[src/hdl/srra_pkg.sv]
// Shared types and constants for the stream receive reassembly unit.
// Holds field widths, status and request codes, and the controller/datapath interface.
// No dependencies.
package srra_pkg;

  localparam int OFS_W     = 62;
  localparam int LEN_W     = 21;
  localparam int ST_W      = 3;
  localparam int REQ_W     = 2;
  localparam int ID_W      = 2;
  localparam int GAP_W     = 5;
  localparam int CFG_IDX_W = 2;
  localparam int CFG_W     = 21;

  localparam logic [OFS_W-1:0] OFS_ALL_ONES  = '1;
  localparam logic [LEN_W-1:0] BUF_LIMIT_RST = 21'd65536;
  localparam logic [GAP_W-1:0] GAP_LIMIT_RST = 5'd16;

  localparam logic [CFG_IDX_W-1:0] CFG_ID_TYPE   = 2'd0;
  localparam logic [CFG_IDX_W-1:0] CFG_BUF_LIMIT = 2'd1;
  localparam logic [CFG_IDX_W-1:0] CFG_GAP_LIMIT = 2'd2;

  typedef enum logic [ST_W-1:0] {
    ST_OK    = 3'd0,
    ST_PARAM = 3'd1,
    ST_STATE = 3'd2,
    ST_PROTO = 3'd3,
    ST_NORES = 3'd4,
    ST_SMALL = 3'd5,
    ST_RESET = 3'd6
  } status_t;

  typedef enum logic [REQ_W-1:0] {
    REQ_FRAME   = 2'd0,
    REQ_CONSUME = 2'd1,
    REQ_RESET   = 2'd2,
    REQ_LIMIT   = 2'd3
  } req_t;

  typedef enum logic [2:0] {
    PASS_MERGE   = 3'd0,
    PASS_COMPACT = 3'd1,
    PASS_FIND    = 3'd2,
    PASS_SHIFT   = 3'd3,
    PASS_READY   = 3'd4
  } pass_t;

  typedef enum logic [3:0] {
    OP_NONE     = 4'd0,
    OP_ACCEPT   = 4'd1,
    OP_F_END    = 4'd2,
    OP_F_CHK    = 4'd3,
    OP_F_TRIM   = 4'd4,
    OP_F_EVAL1  = 4'd5,
    OP_F_EVAL2  = 4'd6,
    OP_F_APPEND = 4'd7,
    OP_C_START  = 4'd8,
    OP_C_EVAL   = 4'd9,
    OP_C_APPLY  = 4'd10,
    OP_C_SHRINK = 4'd11,
    OP_R_APPLY  = 4'd12,
    OP_L_APPLY  = 4'd13,
    OP_EMIT     = 4'd14
  } op_t;

  typedef struct packed {
    logic pass_busy;
    logic frame_scan;
    logic frame_fit;
    logic found;
    logic n_zero;
    logic emptied;
    logic out_stall;
  } stat_t;

endpackage

[src/hdl/srra_ctrl.sv]
// Sequencer for the reassembly unit: steps each request through its datapath operations.
// Depends on srra_pkg.
module srra_ctrl
  import srra_pkg::*;
(
  input  logic             clk,
  input  logic             rst,
  input  logic             in_valid,
  output logic             in_ready,
  input  logic [REQ_W-1:0] req_type,
  input  stat_t            stat,
  output op_t              op
);

  typedef enum logic [18:0] {
    S_IDLE      = 19'h00001,
    S_F_END     = 19'h00002,
    S_F_CHK     = 19'h00004,
    S_F_TRIM    = 19'h00008,
    S_F_SCAN    = 19'h00010,
    S_F_EVAL1   = 19'h00020,
    S_F_EVAL2   = 19'h00040,
    S_F_COMPACT = 19'h00080,
    S_F_APPEND  = 19'h00100,
    S_C_START   = 19'h00200,
    S_C_FIND    = 19'h00400,
    S_C_EVAL    = 19'h00800,
    S_C_APPLY   = 19'h01000,
    S_C_SHIFT   = 19'h02000,
    S_C_SHRINK  = 19'h04000,
    S_C_READY   = 19'h08000,
    S_R_APPLY   = 19'h10000,
    S_L_APPLY   = 19'h20000,
    S_EMIT      = 19'h40000
  } state_t;

  state_t state, state_next;

  assign in_ready = (state == S_IDLE);

  always_comb begin
    state_next = state;
    op         = OP_NONE;
    unique case (state)
      S_IDLE: begin
        if (in_valid) begin
          op = OP_ACCEPT;
          unique case (req_t'(req_type))
            REQ_FRAME:   state_next = S_F_END;
            REQ_CONSUME: state_next = S_C_START;
            REQ_RESET:   state_next = S_R_APPLY;
            REQ_LIMIT:   state_next = S_L_APPLY;
          endcase
        end
      end
      S_F_END: begin
        op         = OP_F_END;
        state_next = S_F_CHK;
      end
      S_F_CHK: begin
        op         = OP_F_CHK;
        state_next = stat.frame_scan ? S_F_TRIM : S_EMIT;
      end
      S_F_TRIM: begin
        op         = OP_F_TRIM;
        state_next = S_F_SCAN;
      end
      S_F_SCAN: begin
        if (!stat.pass_busy) state_next = S_F_EVAL1;
      end
      S_F_EVAL1: begin
        op         = OP_F_EVAL1;
        state_next = S_F_EVAL2;
      end
      S_F_EVAL2: begin
        op         = OP_F_EVAL2;
        state_next = stat.frame_fit ? S_F_COMPACT : S_EMIT;
      end
      S_F_COMPACT: begin
        if (!stat.pass_busy) state_next = S_F_APPEND;
      end
      S_F_APPEND: begin
        op         = OP_F_APPEND;
        state_next = S_EMIT;
      end
      S_C_START: begin
        op         = OP_C_START;
        state_next = S_C_FIND;
      end
      S_C_FIND: begin
        if (!stat.pass_busy) state_next = S_C_EVAL;
      end
      S_C_EVAL: begin
        op         = OP_C_EVAL;
        state_next = S_C_APPLY;
      end
      S_C_APPLY: begin
        op = OP_C_APPLY;
        if (!stat.found || stat.n_zero) state_next = S_EMIT;
        else if (stat.emptied)          state_next = S_C_SHIFT;
        else                            state_next = S_C_READY;
      end
      S_C_SHIFT: begin
        if (!stat.pass_busy) state_next = S_C_SHRINK;
      end
      S_C_SHRINK: begin
        op         = OP_C_SHRINK;
        state_next = S_C_READY;
      end
      S_C_READY: begin
        if (!stat.pass_busy) state_next = S_EMIT;
      end
      S_R_APPLY: begin
        op         = OP_R_APPLY;
        state_next = S_EMIT;
      end
      S_L_APPLY: begin
        op         = OP_L_APPLY;
        state_next = S_EMIT;
      end
      S_EMIT: begin
        if (!stat.out_stall) begin
          op         = OP_EMIT;
          state_next = S_IDLE;
        end
      end
      default: state_next = S_IDLE;
    endcase
  end

  always_ff @(posedge clk) begin
    if (rst) begin
      state <= S_IDLE;
    end else begin
      state <= state_next;
    end
  end

endmodule

[config.mk]
export PLATFORM = sky130hd
export DESIGN_NAME = srra_ctrl
export DESIGN_NICKNAME = d
export VERILOG_FILES = /design/src/hdl/srra_pkg.sv /design/src/hdl/srra_ctrl.sv
export SDC_FILE = /design/constraint.sdc
export NUM_CORES = 1
export LEC_CHECK = 0
export BUFFER_PORTS_ARGS = -buffer_cell sky130_fd_sc_hd__buf_2
export CORE_MARGIN = 2
export CORE_UTILIZATION = 40
export CTS_BUF_LIST = sky130_fd_sc_hd__clkbuf_8 sky130_fd_sc_hd__clkbuf_16
export DETAILED_ROUTE_END_ITERATION = 6
export PLACE_DENSITY = 0.67
export SLEW_MARGIN = 0
export SYNTH_ARGS = -nofsm -noshare
export SYNTH_HDL_FRONTEND = slang
export SYNTH_SLANG_ARGS = --single-unit
[constraint.sdc]
create_clock -name clk -period 2.3 [get_ports clk]
set_input_delay 0.345 -clock clk [delete_from_list [all_inputs] [get_ports clk]]
set_output_delay 0.345 -clock clk [all_outputs]
set_load 0.02 [all_outputs]
==> results of run 1 <==
-- worst register-to-register path: stages, from the launching register on --
cell      delay [ns]
dfxtp_4         0.37
or4_4           0.56
nor4_4          0.42
buf_4           0.20
and4_4          0.26
a2111o_4        0.16
nor2_1          0.06
o21ba_1         0.19
-- stage by stage --
step | hold WS [ns] | TNS (ns) | instance area [um2] | setup WS (ns)
2_1_floorplan | 0.416 | 0 | 1350 | 0.0263
3_3_place_gp | 0.535 | 0 | 1630 | 0.0803
3_5_place_dp | 0.547 | 0 | 1630 | 0.0583
4_1_cts | 0.287 | -0.430 | 1810 | -0.141
5_1_grt | 0.285 | -1.65 | 1910 | -0.295
6_report | 0.276 | -0.898 | 1910 | -0.263
-- area by class of cell --
cell class	count	area, um2
Clock buffer	3	41.3
Clock inverter	1	3.75
Fill cell	279	1380
Inverter	5	18.8
Multi-Input combinational cell	124	1010
Sequential cell	19	408
Tap cell	46	57.6
Timing Repair Buffer	50	367
-- cells by family (layout without fill, tap and decap cells) --
logic type / after synthesis / count (layout) / share of synthesized area
compound gates: 22 / 22 / 0.140
xor+xnor: 7 / 7 / 0.0455
buf+inv: 16 / 59 / 0.0631
flops: 19 / 19 / 0.282
simple gates: 94 / 95 / 0.469
-- power breakdown --
part / total (mW) / internal (mW) / switching, mW
clock: 0.243 / 0.119 / 0.124
sequential: 0.351 / 0.337 / 0.0136
combinational: 0.455 / 0.219 / 0.236
-- metal layers --
| layer | GRT usage | part of all wire | up-vias |
|---|---|---|---|
| met5 | 0 | 0 | - |
| met4 | 0.116 | 0.034 | 0 |
| met3 | 0.0393 | 0.076 | 18 |
| met2 | 0.394 | 0.49 | 82 |
| met1 | 0.292 | 0.40 | 718 |
| li1 | - | - | 692 |
-- path summary, 6_finish.rpt --
| check | depth (start not counted) | from | end |
|---|---|---|---|
| worst min register to register | 1 | state[7] | state[5] |
| worst min-delay path | 2 | req_type[0] | state[16] |
| worst max register to register | 7 | state[8] | state[18] |
| worst max-delay path | 7 | state[8] | op[0] |
-- placed cells by master (no fill, tap or decap), types with 3 or more instances in the layout --
| cell type | synthesis | final |
|---|---|---|
| buf_2 | 8 | 11 |
| nor4_4 | 2 | 5 |
| buf_6 | 2 | 5 |
| dfxtp_1 | 19 | 3 |
| nand2_1 | 10 | 9 |
| buf_4 | 0 | 34 |
| dfxtp_4 | 0 | 3 |
| or4_4 | 4 | 4 |
| nor3b_1 | 3 | 3 |
| nand3b_1 | 3 | 3 |
| nor4_1 | 9 | 7 |
| nand3_1 | 7 | 4 |
| xnor2_1 | 6 | 6 |
| nand2b_1 | 6 | 6 |
| nor3_1 | 8 | 6 |
| nand4_1 | 3 | 3 |
| clkbuf_8 | 0 | 3 |
| or3_1 | 5 | 3 |
| dfxtp_2 | 0 | 13 |
| nor4_2 | 5 | 4 |
| inv_1 | 5 | 5 |
| nand3_2 | 0 | 3 |
| nor2_1 | 17 | 16 |
-- repair_timing --
item,4_1_cts,5_1_grt
endpoints found under the setup margin,5,18
pin swaps,11,15
resized for setup,27,25
hold buffers,0,0
setup buffers,4,5
gates cloned,0,1
==> flow_summary.yaml, run 1 <==
drt:
  drt_first_iter_violations: 96
  num_vias: 1510
  wl_per_cell_um: 17.8
  antenna_left: 0
  drc_errors: 0
  dr.pass1.iters: 4
  drt_wl_total_um: 4420
  detail_route.vias_per_cell: 6.09
worst_setup_path:
  critical_path_class: "reg -> out"
  end_kind: "primary output"
  critPathArrivalTime_ns: 2.22
  worstPathCellList: "or4_4 -> nor4_4 -> buf_4 -> nand3_2 -> and3_4 -> nand3_2 -> buf_6"
  worstPathMaxFanout: 4
  cpMaxStageDelayCell: "or4_4"
  critPathTopFamily: "simple AND/OR/NAND/NOR gates"
  start_kind: "flop"
  cp.required_ns: 1.96
  path_buf_inv: 2
  worst-r2r-setup-slack_ns: -0.03
  slowest_delay_ns: 0.56
  cp_common_cell: "nand3_2"
floorplan:
  dieWidth_um: 62.0
  die_area_mm2: 0.00385
  coreArea_mm2: 0.00328
  ios: 17
  start_util: 0.410
  fp-row-count: 21
  die_h_um: 62.0
synthesis:
  yosysSeqAreaShare: 0.282
  async_flop_share: 0
  synth_area_leaders: "dfxtp_1 28%, nor2_1 4.7%, nor4_2 4.6%"
  syn-num-nets: 170
  syn_area_mm2: 0.00135
  synth_ff_type: "dfxtp_1"
  yosysMostFrequentCell: "dfxtp_1"
  synthCells: 158
  synth_edf_count: 0
  yosys_warnings: 0
  synth_top_cell_by_area: "dfxtp_1"
  yosys-top-cells-count: "19 x dfxtp_1, 17 x nor2_1, 10 x nand2_1"
  syn_avg_cell_area_um2: 8.53
  synth_top_cell_area_share: 0.282
  synth.distinct_cells: 45
  ys_ff_latch: 19
placement:
  dp_hpwl_um: 3140
  numPortBuffers: 16
  gp_congestion: 0.899
  dpl.cell_count: 235
cts:
  numClockSinks: 19
  cts_inserted_buffers: 3
  max-clock-path-buffers: 2
  htree_levels: 1
  clk_pin_slew_worst_paths_ns: 0.07
  root_buffer: "clkbuf_8"
  clock_latency_ns: 0.26
  cts_tree: "done"
layout:
  top_register: "state"
  insertedDiodeCount: 0
  reg.largest.list: "state (19)"
  drive_above_1_share: 0.530
  largest_reg_flops: 19
  stdcell_count: 248
  area_growth_pct: 41.6
  fin_nets: 215
  final_util: 0.581
outcome:
  violations: "negative setup slack"
  status: "finished, violations left"
global_routing:
  grt_pass1_wl_um: 6510
  grt_pass1_vias: 1354
  gr-usage-all-layers: 0.236
  grt_antenna_before_repair: 0
  grt_max_degree: 11
  grt-ovfl-total: 0
sta:
  maxSlewViolCount: 0
  finalSetupViolCount: 14
  fmax_ghz: 0.390
  finClkSkew_ns: 0.00255
  final-hold-violation-count: 0
  setup_ws_ns: -0.263
  slew_headroom: 0.732
  finalCritPeriodShare: 1.11
  fin_crit_ns: 2.56
  worst_pin_slew_ns: 0.393
  rsz0062_at_grt: "yes"
power:
  peakVddDrop_mv: 0.482
  power_density_mw_per_mm2: 550
  p_leak_nw: 0.764
  p_total_mw: 1.05
flow_run:
  max-cap-violations: 0
min_path:
  hp-class: "in -> reg"
(Power assumes the default switching activity.)
==> run 2: changes to the inputs <==
--- a/config.mk
+++ b/config.mk
@@ -7,10 +7,11 @@
 export LEC_CHECK = 0
 export BUFFER_PORTS_ARGS = -buffer_cell sky130_fd_sc_hd__buf_2
 export CORE_MARGIN = 2
-export CORE_UTILIZATION = 40
+export CORE_UTILIZATION = 50
 export CTS_BUF_LIST = sky130_fd_sc_hd__clkbuf_8 sky130_fd_sc_hd__clkbuf_16
 export DETAILED_ROUTE_END_ITERATION = 6
-export PLACE_DENSITY = 0.67
+export PLACE_DENSITY = 0.78
+export REMOVE_ABC_BUFFERS = 1
 export SLEW_MARGIN = 0
 export SYNTH_ARGS = -nofsm -noshare
 export SYNTH_HDL_FRONTEND = slang
==> run 2 against run 1 <==
The flow still finishes with violations (negative setup slack). First-iteration DRC count up 21%. Wire length up 6.1%. Total power rose by 6.1%. Maximum frequency up 1.3%. Non-clock buffer count increased by 4. Combinational power up 15%. Global-route usage rose by 5.4 points. Critical path depth is the same. Clock skew grew 0.0016 ns. Critical endpoint is now op[1]. Final area up 0.85%. Flip-flop and latch count unchanged.
==> flow_summary.yaml, run 2 (synthesis results as in run 1) <==
outcome:
  status: "finished, violations left"
  violations: "negative setup slack"
worst_setup_path:
  r2r-start: "state[4]"
  critPathTopFamily: "simple AND/OR/NAND/NOR gates"
  start_kind: "flop"
  worstPathMaxFanout: 4
  end_kind: "primary output"
  r2r_end: "state[6]"
  critPathArrivalTime_ns: 2.18
  ff2ff_path_depth: 8
  cpMaxStageDelayCell: "or4_4"
  cp.required_ns: 1.96
  critical_path_class: "reg -> out"
  worstPathCellList: "or4_4 -> nor4_4 -> buf_4 -> nand4b_1 -> nand3_1 -> or3_1 -> buf_6"
  path_buf_inv: 2
  worst-r2r-setup-slack_ns: 0.03
  slowest_delay_ns: 0.58
min_path:
  hold_start: "req_type[1]"
  min_to: "state[9]"
  hp-class: "in -> reg"
  whs_path_depth: 2
cts:
  htree_levels: 1
  clk_pin_slew_worst_paths_ns: 0.07
  numClockSinks: 19
  root_buffer: "clkbuf_8"
  cts_hold_buf: 0
  cts_inserted_buffers: 3
  clock_latency_ns: 0.27
  cts_tree: "done"
  max-clock-path-buffers: 2
global_routing:
  grt-busiest-layer: "met2"
  met2_usage: 0.452
  grt_antenna_before_repair: 0
  met1_usage: 0.339
  grt_max_degree: 11
  grt-ovfl-total: 0
  use_met3: 0.0930
  grt_pass1_vias: 1432
  gr-usage-all-layers: 0.289
  grt_pass1_wl_um: 6910
layout:
  largest_reg_flops: 19
  final_common_cell: "buf_4"
  final_cell_mix: "36 x buf_4, 17 x nor2_1, 11 x buf_2"
  final_util: 0.763
  n_fill_cell: 187
  drive_above_1_share: 0.517
  insertedDiodeCount: 0
  fin_nets: 218
  top_register: "state"
  reg.largest.list: "state (19)"
  area_growth_pct: 42.8
drt:
  drt_first_iter_violations: 116
  wl_per_cell_um: 19.9
  detail_route.vias_per_cell: 6.60
  drt_wl_total_um: 4690
  dr.pass1.iters: 5
  num_vias: 1552
  antenna_left: 0
  drc_errors: 0
floorplan:
  fp-row-count: 18
  die_h_um: 55.9
  coreArea_mm2: 0.00252
  die_area_mm2: 0.00313
  ios: 17
  dieWidth_um: 55.9
  start_util: 0.534
sta:
  slew_headroom: 0.691
  fin_crit_ns: 2.53
  worst_pin_slew_ns: 0.460
  maxSlewViolCount: 0
  final-hold-violation-count: 0
  finalSetupViolCount: 5
  finalCritPeriodShare: 1.10
  fmax_ghz: 0.395
  rsz0062_at_grt: "yes"
  fin_tns_setup_ns: -0.841
  setup_ws_ns: -0.230
  finClkSkew_ns: 0.00419
power:
  power_density_mw_per_mm2: 578
  p_sw_uw: 392
  p_total_mw: 1.11
  switching_share: 0.353
  peakVddDrop_mv: 0.646
  p_int_uw: 720
  clkPwrFrac: 0.213
  p_seq_frac: 0.314
  comb_power_share: 0.472
  p_leak_nw: 0.787
flow_run:
  max-cap-violations: 0
placement:
  gp_congestion: 0.998
  dp_hpwl_um: 3030
  place_ws_ns: -0.151
  numPortBuffers: 16
## run 2: cell types whose count changed in the layout (fill, tap and decap cells not counted), moves of 2 or more
cell,before,now
dfxtp_2,13,9
nand2_2,0,2
dfxtp_1,3,7
buf_4,34,36
## run 2: power groups by stage
stage               clock network, mW  logic [mW]  registers, mW
floorplan                           0       0.207          0.363
global placement                    0       0.364          0.359
detailed placement                  0       0.373          0.359
global route                    0.254       0.556          0.350
finish                          0.237       0.525          0.350
CTS                             0.242       0.463          0.349
## run 2: timing repair
action | in CTS | in global routing
gates resized for setup | 34 | 17
pin swaps | 15 | 14
setup endpoints to repair | 5 | 17
buffers inserted | 7 | 6
## run 2: worst max path at each step
stage               slack, ns  endpoint  cells after the start  startpoint
floorplan               -0.07     op[0]                      7   state[11]
global placement        -0.07     op[3]                      7    state[4]
detailed placement      -0.15     op[3]                      7    state[4]
finish                  -0.23     op[1]                      7    state[4]
CTS                     -0.12     op[1]                      7   state[10]
global route            -0.27     op[1]                      7    state[4]
## run 2: cell type report
class	count	area, um2	area share
sequential	19	403	0.209
multi-input combinational	123	1010	0.523
timing repair buffer	54	413	0.215
clock inverter	1	3.75	0.00195
inverter	5	18.8	0.00975
clock buffer	3	41.3	0.0215
tap	30	37.5	0.0195
## run 2: per-stage QoR
step | hold slack (ns) | instance area (um2) | instances
2_1_floorplan | 0.416 | 1280 | 147
3_3_place_gp | 0.554 | 1610 | 219
3_5_place_dp | 0.568 | 1610 | 219
4_1_cts | 0.284 | 1830 | 230
5_1_grt | 0.290 | 1920 | 235
6_report | 0.285 | 1920 | 235
## run 2: routing by layer
layer / share of wire / wire, um / vias to the layer above
met5: 0 / 0 / -
met4: 0.056 / 262 / 0
met3: 0.10 / 489 / 32
met2: 0.47 / 2220 / 113
met1: 0.37 / 1710 / 713
li1: - / - / 694
==> run 3: changes to the inputs <==
--- a/config.mk
+++ b/config.mk
@@ -5,12 +5,13 @@
 export SDC_FILE = /design/constraint.sdc
 export NUM_CORES = 1
 export LEC_CHECK = 0
+export ABC_AREA = 1
 export BUFFER_PORTS_ARGS = -buffer_cell sky130_fd_sc_hd__buf_2
 export CORE_MARGIN = 2
 export CORE_UTILIZATION = 50
 export CTS_BUF_LIST = sky130_fd_sc_hd__clkbuf_8 sky130_fd_sc_hd__clkbuf_16
 export DETAILED_ROUTE_END_ITERATION = 6
-export PLACE_DENSITY = 0.78
+export PLACE_DENSITY = 0.79
 export REMOVE_ABC_BUFFERS = 1
 export SLEW_MARGIN = 0
 export SYNTH_ARGS = -nofsm -noshare
==> run 3 against run 2 <==
The run now ends clean. First-iteration DRC count shrank 47%. Via count shrank 12%. Total power grew 44%. Wire length shrank 35%. Register-to-register slack gained 0.35 ns. Largest cell class unchanged.
==> flow_summary.yaml, run 3 <==
synthesis:
  synth_ff_type: "dfxtp_1"
  yosysSeqAreaShare: 0.292
  yosys-top-cells-count: "48 x nand2_1, 38 x inv_1, 31 x nor2_1"
  synth_area_leaders: "dfxtp_1 29%, nand2_1 14%, inv_1 11%"
  syn_area_mm2: 0.00130
  async_flop_share: 0
  syn_avg_cell_area_um2: 6.09
  synthCells: 214
  yosys_warnings: 0
  synth.distinct_cells: 25
  synth_edf_count: 0
  synth_top_cell_by_area: "dfxtp_1"
  synth_top_cell_area_share: 0.292
  ys_ff_latch: 19
  yosysMostFrequentCell: "nand2_1"
layout:
  insertedDiodeCount: 0
  largest_reg_flops: 19
  final_cell_mix: "48 x nand2_1, 39 x inv_1, 29 x nor2_1"
  final_common_cell: "nand2_1"
  top_register: "state"
  drive_above_1_share: 0.177
  area_growth_pct: 11.5
  fin_nets: 244
  n_fill_cell: 262
  reg.largest.list: "state (19)"
global_routing:
  grt-ovfl-total: 0
  gr-usage-all-layers: 0.226
  grt_antenna_before_repair: 0
  grt_pass1_vias: 1125
  grt_pass1_wl_um: 4750
  grt_max_degree: 15
worst_setup_path:
  worstPathCellList: "nor2_1 -> nand2_1 -> inv_1 -> nand2_1 -> nor2_4 -> nand3_1 -> nor2_1 -> a21oi_1 -> nand4_1 -> buf_2"
  worst-r2r-setup-slack_ns: 0.38
  critical_path_class: "reg -> out"
  crit_end: "op[2]"
  r2r_end: "state[0]"
  start_kind: "flop"
  cpMaxStageDelayCell: "dfxtp_1"
  critPathArrivalTime_ns: 1.75
  slowest_delay_ns: 0.33
  ff2ff_path_depth: 12
  path_buf_inv: 2
  end_kind: "primary output"
  cp.required_ns: 1.96
  worstPathMaxFanout: 5
  cp_num_cells: 10
  critPathLaunch: "state[8]"
  r2r-start: "state[8]"
  critPathTopFamily: "simple AND/OR/NAND/NOR gates"
power:
  peakVddDrop_mv: 0.855
  p_leak_nw: 0.814
  power_density_mw_per_mm2: 1100
drt:
  drc_errors: 0
  dr.pass1.iters: 4
  drt_wl_total_um: 3060
  detail_route.vias_per_cell: 5.23
  antenna_left: 0
  wl_per_cell_um: 11.7
  drt_first_iter_violations: 62
  num_vias: 1364
cts:
  root_buffer: "clkbuf_8"
  clock_latency_ns: 0.26
  clk_pin_slew_worst_paths_ns: 0.07
  post_cts_buffers: 0
  numClockSinks: 19
  max-clock-path-buffers: 2
  cts_tree: "done"
  cts_inserted_buffers: 3
  htree_levels: 1
sta:
  final-hold-violation-count: 0
  finalCritPeriodShare: 0.910
  finalSetupViolCount: 0
  hold_slack_ns: 0.331
  fin_tns_setup_ns: 0
  worst_pin_slew_ns: 0.404
  fmax_ghz: 0.478
  rsz0062_at_grt: "no"
  fin_crit_ns: 2.09
  maxSlewViolCount: 0
  slew_headroom: 0.728
  finClkSkew_ns: 0.00380
floorplan:
  coreArea_mm2: 0.00248
  dieWidth_um: 55.1
  die_h_um: 55.1
  fp-row-count: 18
  ios: 17
  die_area_mm2: 0.00303
  start_util: 0.526
placement:
  gp_congestion: 0.886
  numPortBuffers: 16
  dp_hpwl_um: 2470
min_path:
  hp-class: "in -> reg"
flow_run:
  max-cap-violations: 0
outcome:
  status: "finished, final reports clean"
-- run 3: repair_timing --
item	CTS	global route
hold buffers	0	0
endpoints found under the setup margin	0	4
gates resized for setup	0	3
endpoints found under the hold margin	0	0
-- run 3: worst min path at each step --
stage,startpoint,end,slack (ns),cells past startpoint
after global placement,state[15],state[15],0.49,2
after global routing,req_type[0],state[9],0.33,3
after CTS,req_type[0],state[17],0.34,3
after floorplan,rst,state[13],0.41,1
after detailed placement,state[15],state[15],0.49,2
final,req_type[0],state[17],0.33,3
-- run 3: stage by stage --
step | instances | util | power, mW | instance area, um2 | worst slack, ns
after floorplan | 211 | - | 1.13 | 1280 | 0.646
after global placement | 257 | 0.565 | 1.34 | 1400 | 0.388
after detailed placement | 257 | 0.565 | 1.34 | 1400 | 0.384
after CTS | 261 | 0.583 | 1.57 | 1440 | 0.0962
after global routing | 261 | 0.587 | 1.74 | 1450 | 0.0227
final | 261 | 0.587 | 1.60 | 1450 | 0.208
-- run 3: cells by family after synthesis --
logic type             count (synthesis)  share of synthesized area
buffers and inverters                 46                      0.141
AO/OA/AOI/OAI                         11                     0.0566
AND/OR/NAND/NOR                      138                      0.511
flip-flops                            19                      0.292
-- run 3: tightest hold or removal path: cells and delay by family --
kind / cells / cell delay, ns
buffers and inverters: 1 / 0.11
and+or+nand+nor: 2 / 0.10
-- run 3: layout make-up --
class,instances,area [um2],area share
clock buffer,3,41.3,0.0284
inverter,43,161,0.111
clock inverter,1,3.75,0.00258
sequential,19,380,0.262
timing repair buffer,16,80.1,0.0551
tap,30,37.5,0.0258
multi-input combinational,149,749,0.515
-- run 3: power by group --
group          internal, mW  switching, mW
sequential            0.375         0.0394
clock                 0.119          0.116
combinational         0.298          0.651
total                 0.792          0.806
-- run 3: routing by layer --
layer,global-route usage,up-vias,part of all wire
li1,-,710,-
met1,0.286,590,0.45
met2,0.377,55,0.46
met3,0.0430,9,0.055
met4,0.0894,0,0.026
met5,0,-,0
